**src/rtl/core/btop_pkg.sv**
```systemverilog
// Shared types and constants for the binomial tree option pricer.
`default_nettype none

package btop_pkg;

  localparam int MAX_STEPS = 1024;
  localparam int DEPTH     = MAX_STEPS + 1;
  localparam int IDX_W     = $clog2(DEPTH);
  localparam int EXP_W     = 20;

  localparam logic [30:0] PROB_ONE   = 31'h4000_0000;
  localparam logic [63:0] ROUND_HALF = 64'h0000_0000_2000_0000;
  localparam logic [31:0] MANT_ONE   = 32'h8000_0000;

  localparam logic signed [EXP_W-1:0] EXP_ZERO  = EXP_W'(0);
  localparam logic signed [EXP_W-1:0] EXP_ONE   = EXP_W'(1);
  localparam logic signed [EXP_W-1:0] EXP_Q16   = EXP_W'(16);
  localparam logic signed [EXP_W-1:0] EXP_32    = EXP_W'(32);
  localparam logic signed [EXP_W-1:0] EXP_31    = EXP_W'(31);
  localparam logic signed [EXP_W-1:0] EXP_SPOT  = EXP_W'(-16);
  localparam logic signed [EXP_W-1:0] EXP_FACT  = EXP_W'(-30);
  localparam logic signed [EXP_W-1:0] EXP_UNIT  = EXP_W'(-31);

  localparam logic STATUS_OK      = 1'b0;
  localparam logic STATUS_INVALID = 1'b1;

  typedef struct packed {
    logic [31:0]             m;
    logic signed [EXP_W-1:0] e;
  } pfloat_t;

  typedef struct packed {
    pfloat_t a;
    pfloat_t b;
  } mul_req_t;

  typedef struct packed {
    logic [31:0] spot_price;
    logic [31:0] strike_price;
    logic [31:0] up_factor;
    logic [31:0] down_factor;
    logic [30:0] up_probability;
    logic [30:0] step_discount;
    logic [10:0] step_count;
    logic        is_put;
    logic        is_american;
  } in_item_t;

  typedef struct packed {
    logic [31:0] option_price;
    logic        status;
  } out_item_t;

  typedef enum logic [4:0] {
    ST_IDLE,
    ST_NORM,
    ST_SPU,
    ST_UPM,
    ST_DNM,
    ST_SNX,
    ST_LRD,
    ST_LMU,
    ST_LWR,
    ST_FST,
    ST_FLO,
    ST_FRD,
    ST_FMP,
    ST_FMQ,
    ST_FMD,
    ST_FMT,
    ST_FAM,
    ST_FPX,
    ST_FWR,
    ST_FIN
  } state_t;

endpackage

`default_nettype wire

```
**src/rtl/core/btop_mul.sv**
```systemverilog
// Shared registered 32x32 multiplier with pseudo-float normalisation of the product.
`default_nettype none

module btop_mul (
  input  wire logic               clk,
  input  wire btop_pkg::mul_req_t req,
  output logic [63:0]             prod,
  output btop_pkg::pfloat_t       res
);

  logic [63:0]                       prod_r;
  logic signed [btop_pkg::EXP_W-1:0] esum_r;
  logic                              zero_r;

  always_ff @(posedge clk) begin
    prod_r <= 64'(req.a.m) * 64'(req.b.m);
    esum_r <= req.a.e + req.b.e;
    zero_r <= (req.a.m == '0) || (req.b.m == '0);
  end

  assign prod = prod_r;

  always_comb begin
    if (zero_r) begin
      res.m = '0;
      res.e = btop_pkg::EXP_ZERO;
    end else if (prod_r[63]) begin
      res.m = prod_r[63:32];
      res.e = esum_r + btop_pkg::EXP_32;
    end else begin
      res.m = prod_r[62:31];
      res.e = esum_r + btop_pkg::EXP_31;
    end
  end

endmodule

`default_nettype wire

```
**config.mk**
```make
export PLATFORM = sky130hd
export DESIGN_NAME = btop_mul
export DESIGN_NICKNAME = d
export VERILOG_FILES = /design/src/rtl/core/btop_pkg.sv /design/src/rtl/core/btop_mul.sv
export SDC_FILE = /design/constraint.sdc
export NUM_CORES = 2
export LEC_CHECK = 0
export ABC_AREA = 1
export BUFFER_PORTS_ARGS = -buffer_cell sky130_fd_sc_hd__buf_2
export CORE_UTILIZATION = 36
export CTS_CLUSTER_DIAMETER = 60
export DETAILED_ROUTE_END_ITERATION = 10
export GPL_TIMING_DRIVEN = 1
export HOLD_SLACK_MARGIN = 0.12
export MAX_ROUTING_LAYER = met4
export PLACE_DENSITY = 0.6
export SLEW_MARGIN = 20
export SYNTH_ARGS = -nofsm -noshare
export SYNTH_HDL_FRONTEND = slang
export SYNTH_SLANG_ARGS = --single-unit
```
**constraint.sdc**
```tcl
create_clock -name clk -period 9.49 [get_ports clk]
set_clock_uncertainty 0.2 [all_clocks]
set_input_delay 0.949 -clock clk [delete_from_list [all_inputs] [get_ports clk]]
set_output_delay 0.949 -clock clk [all_outputs]
set_load 0.01 [all_outputs]
```
* Word-level counts from Yosys, hierarchy flattened *
Cells that the tools add are included.

cells by class
  $add $sub $neg = 3
  multipliers = 1
  div/mod/pow operators = 0
  magnitude comparators = 0
  equal/unequal tests = 0
  shift-type cells = 0
  mux-type cells = 2
  bitwise operators = 0
  reduce and logical (&&, ||, !) cells = 3

operators with widths
  operator                 count
  $mux W52                 2
  $logic_not A32 Y1        2
  $mul A32 B32 Y64         1
  $add A20 B20 Y20         1
  $add A20 B6 Y20 const B  1
  $add A20 B7 Y20 const B  1
  $logic_or A1 B1 Y1       1

storage, ports and cells
  bits in registers = 85
  bits in latches = 0
  RAM bits = 0
  memory bits (read-only) = 0
  output and inout bits = 116
  logic and storage cells = 12
  memories kept = 0

* Logic depth before layout (Yosys ltp) *
  word-level depth = 3
  gate-level depth with buffers = 31
  depth with buffers taken out = 29

* Worst setup path before layout *
OpenSTA, ideal clock, no wires.

  kind = input to register
  start point = input port req[102] (netlist name)
  end point = register prod_r[60] (netlist: prod[60])
  library setup time = 0.112 ns
  arrival = 6.827 ns
  required time = 9.178 ns
  slack = 2.350 ns
  stages = 27
  path buffers = 2
  path through = clkbuf_1 -> clkbuf_1 -> nand2_1 -> fa_1 -> inv_1 -> fa_1 -> fa_1 -> inv_1 -> fa_1 -> inv_1 -> fa_1 -> fa_1 -> fa_1 -> inv_1 -> fa_1 -> inv_1 -> ha_1 -> nand2_1 -> inv_1 -> a21oi_1 -> nand2_1 -> nand2_1 -> nand2_1 -> a21oi_1 -> nand2_1 -> nand2_1 -> nand2_1

on the way
  longest elaborated chain between the ends = 1

ends and longest elaborated chain
  what                  line            RTL
  start, declared       btop_mul.sv:6   input wire btop_pkg::mul_req_t req,
  $mul A32 B32 Y64      btop_mul.sv:16  prod_r <= 64'(req.a.m) * 64'(req.b.m);
  end signal, assigned  btop_mul.sv:16
  end, declared         btop_mul.sv:11  logic [63:0] prod_r;

No other way between the ends.

* Final worst setup path *
  start point = input port req[93] (netlist name)
  end point = register prod_r[30] (netlist: prod[30])

Same word-level chain as after synthesis.

==> qor.yml <==
status: "finished clean"
root_buffer: "clkbuf_16"
die_h_um: 335
min_period_over_period_pct: 83.9
cts_setup_buffers: 0
cp_top_family: "adder cells"
start_util_pct: 36.5
start_kind: "input pin"
tightest_slew_ps: 990
drv_cap: 0
syn-num-nets: 6784
antenna_found_initial: 6
clkTransAtPathRegs_ps: 70
cp_slowest_cell: "buf_2"
htree_num_levels: 3
fin_cells: 6968
first_global_vias: 34300
finalWorstSetupSlack_ps: 1530
gr-usage-all-layers_pct: 23.0
criticalPathCategory: "input pin to register"
core-area_sq_um: 109000
dr.pass1.iters: 6
io_buffer_count: 220
cp_max_fo: 33
drive_gt1_share_pct: 5.32
area_growth_pct: 6.03
cts_tree: "yes"
ys_warn_count: 0
gp_congestion: 0.954
hold_buffers: 0
ys_seq_area_share_pct: 4.26
hp-class: "input pin to register"
place_ws_ps: 1210
syn_area_sq_um: 40000
grt-ovfl-total: 0
layout_common_cells: "1750 x inv_1, 1643 x nand2_1, 897 x fa_1, 284 x ha_1, 220 x buf_2"
grt_start_max_net_pins: 47
finalHoldViolCount: 0
slew_headroom_pct: 34.0
synth_cell_types: 36
dp_hpwl_um: 99700
cts.sinks: 85
layout_commonest_cell: "inv_1"
num_io_pins: 221
drt_iter0_drc: 2221
stdcell_area_sq_um: 42400
wl_um: 121000
wl_per_cell_um: 17.3
drc: 0
worst-path-buf-inv: 3
rsz0062_at_grt: "false"
syn_avg_cell_area_sq_um: 7.27
arrival_ps: 7980
cp_common_cell: "fa_1"
final_nets: 6767
vias: 32500
dp.cells: 6946
setup-violations-final: 0
crit_chain: "buf_2 -> nand2_1 -> fa_1 -> fa_1 -> fa_1 -> fa_1 -> inv_1 -> fa_1 -> fa_1 -> fa_1 -> fa_1 -> ha_1 -> nand2_1 -> nor2_1 -> nand2_1 -> inv_1 -> a21oi_1 -> nand2_1 -> xor2_1"
yosysTopAreaCell: "fa_1"
synth_area_leaders: "fa_1 45%, inv_1 16%, nand2_1 15%, ha_1 8.9%, dfxtp_1 4.3%"
crit_required_ps: 9510
placed_area_sq_um: 42100
synth_cells: 5498
crit_path_max_incr_delay_ps: 680
netlist.area_leader.share_pct: 44.9
fin_setup_tns_ps: 0
synth_seq_cells: 85
fmax_ghz: 0.126
viasPerCell: 4.66
min_period_ps: 7960
die_w_um: 335
clockBufferDepth: 2
slew_viol_final: 0
num_rows: 121
cts_resized: 0
ant_nets: 0
end_kind: "register"
grt_pass1_wl_um: 195000
die_area_sq_um: 112000
numCtsBuffers: 9
-- Yosys cell counts, drive strengths merged --
library cell / n
inv: 1757
nand2: 1648
o22ai: 1
nand4: 29
nand3b: 1
fa: 897
and2: 3
o21ai: 57
a21boi: 2
o21bai: 14
dfxtp: 85
nor3: 27
xor2: 41
o21a: 3
xnor2: 9
a31oi: 3
or2: 1
buf: 3
nor3b: 1
clkbuf: 265
a21oi: 74
nor4: 17
ha: 284
nand3: 74
a21o: 2
nor2: 200
-- stage by stage --
step	hold slack, ps	utilization, %
finish	590	38.7
global route	590	38.7
CTS	566	38.7
detailed placement	970	38.4
global placement	967	38.4
floorplan	869	-
-- layer usage --
metal	global-route usage (%)	vias up	share of wire, %	wire (um)
li1	-	15100	-	-
met1	30.9	16200	44	53000
met2	36.9	1082	47	56500
met3	3.53	127	7.6	9220
met4	4.07	0	1.8	2120
met5	-	-	0	0
-- area by class of cell --
type | count | area, sq um
clock inverter | 6 | 78.8
clock buffer | 10 | 229
tap | 1476 | 1850
antenna | 6 | 15.0
multi-input combinational | 3388 | 30700
fill | 11400 | 67100
timing repair buffer | 240 | 1250
sequential | 85 | 1700
inverter | 1757 | 6600
-- registers in the layout, indices dropped and copies added, names as in the netlist --
name,cells
prod,64
esum_r,20
zero_r,1
-- cells by family after synthesis --
group | count (synthesis) | synth area share, %
adders and majority gates | 1181 | 53.8
AOI/OAI and AO/OA | 156 | 2.11
buffers and inverters | 2025 | 19.0
and+or+nand+nor | 2001 | 19.7
DFF | 85 | 4.26
xor gates and xnor gates | 50 | 1.10
-- worst paths after layout --
check                    to  startpoint  cells past startpoint  slack, ps
setup / recovery   prod[30]     req[93]                     19       1530
hold / removal    esum_r[0]     req[52]                      2        590
Power is not shown: default switching activity piles up to over one toggle a cycle in this logic, so the estimate is an artifact.
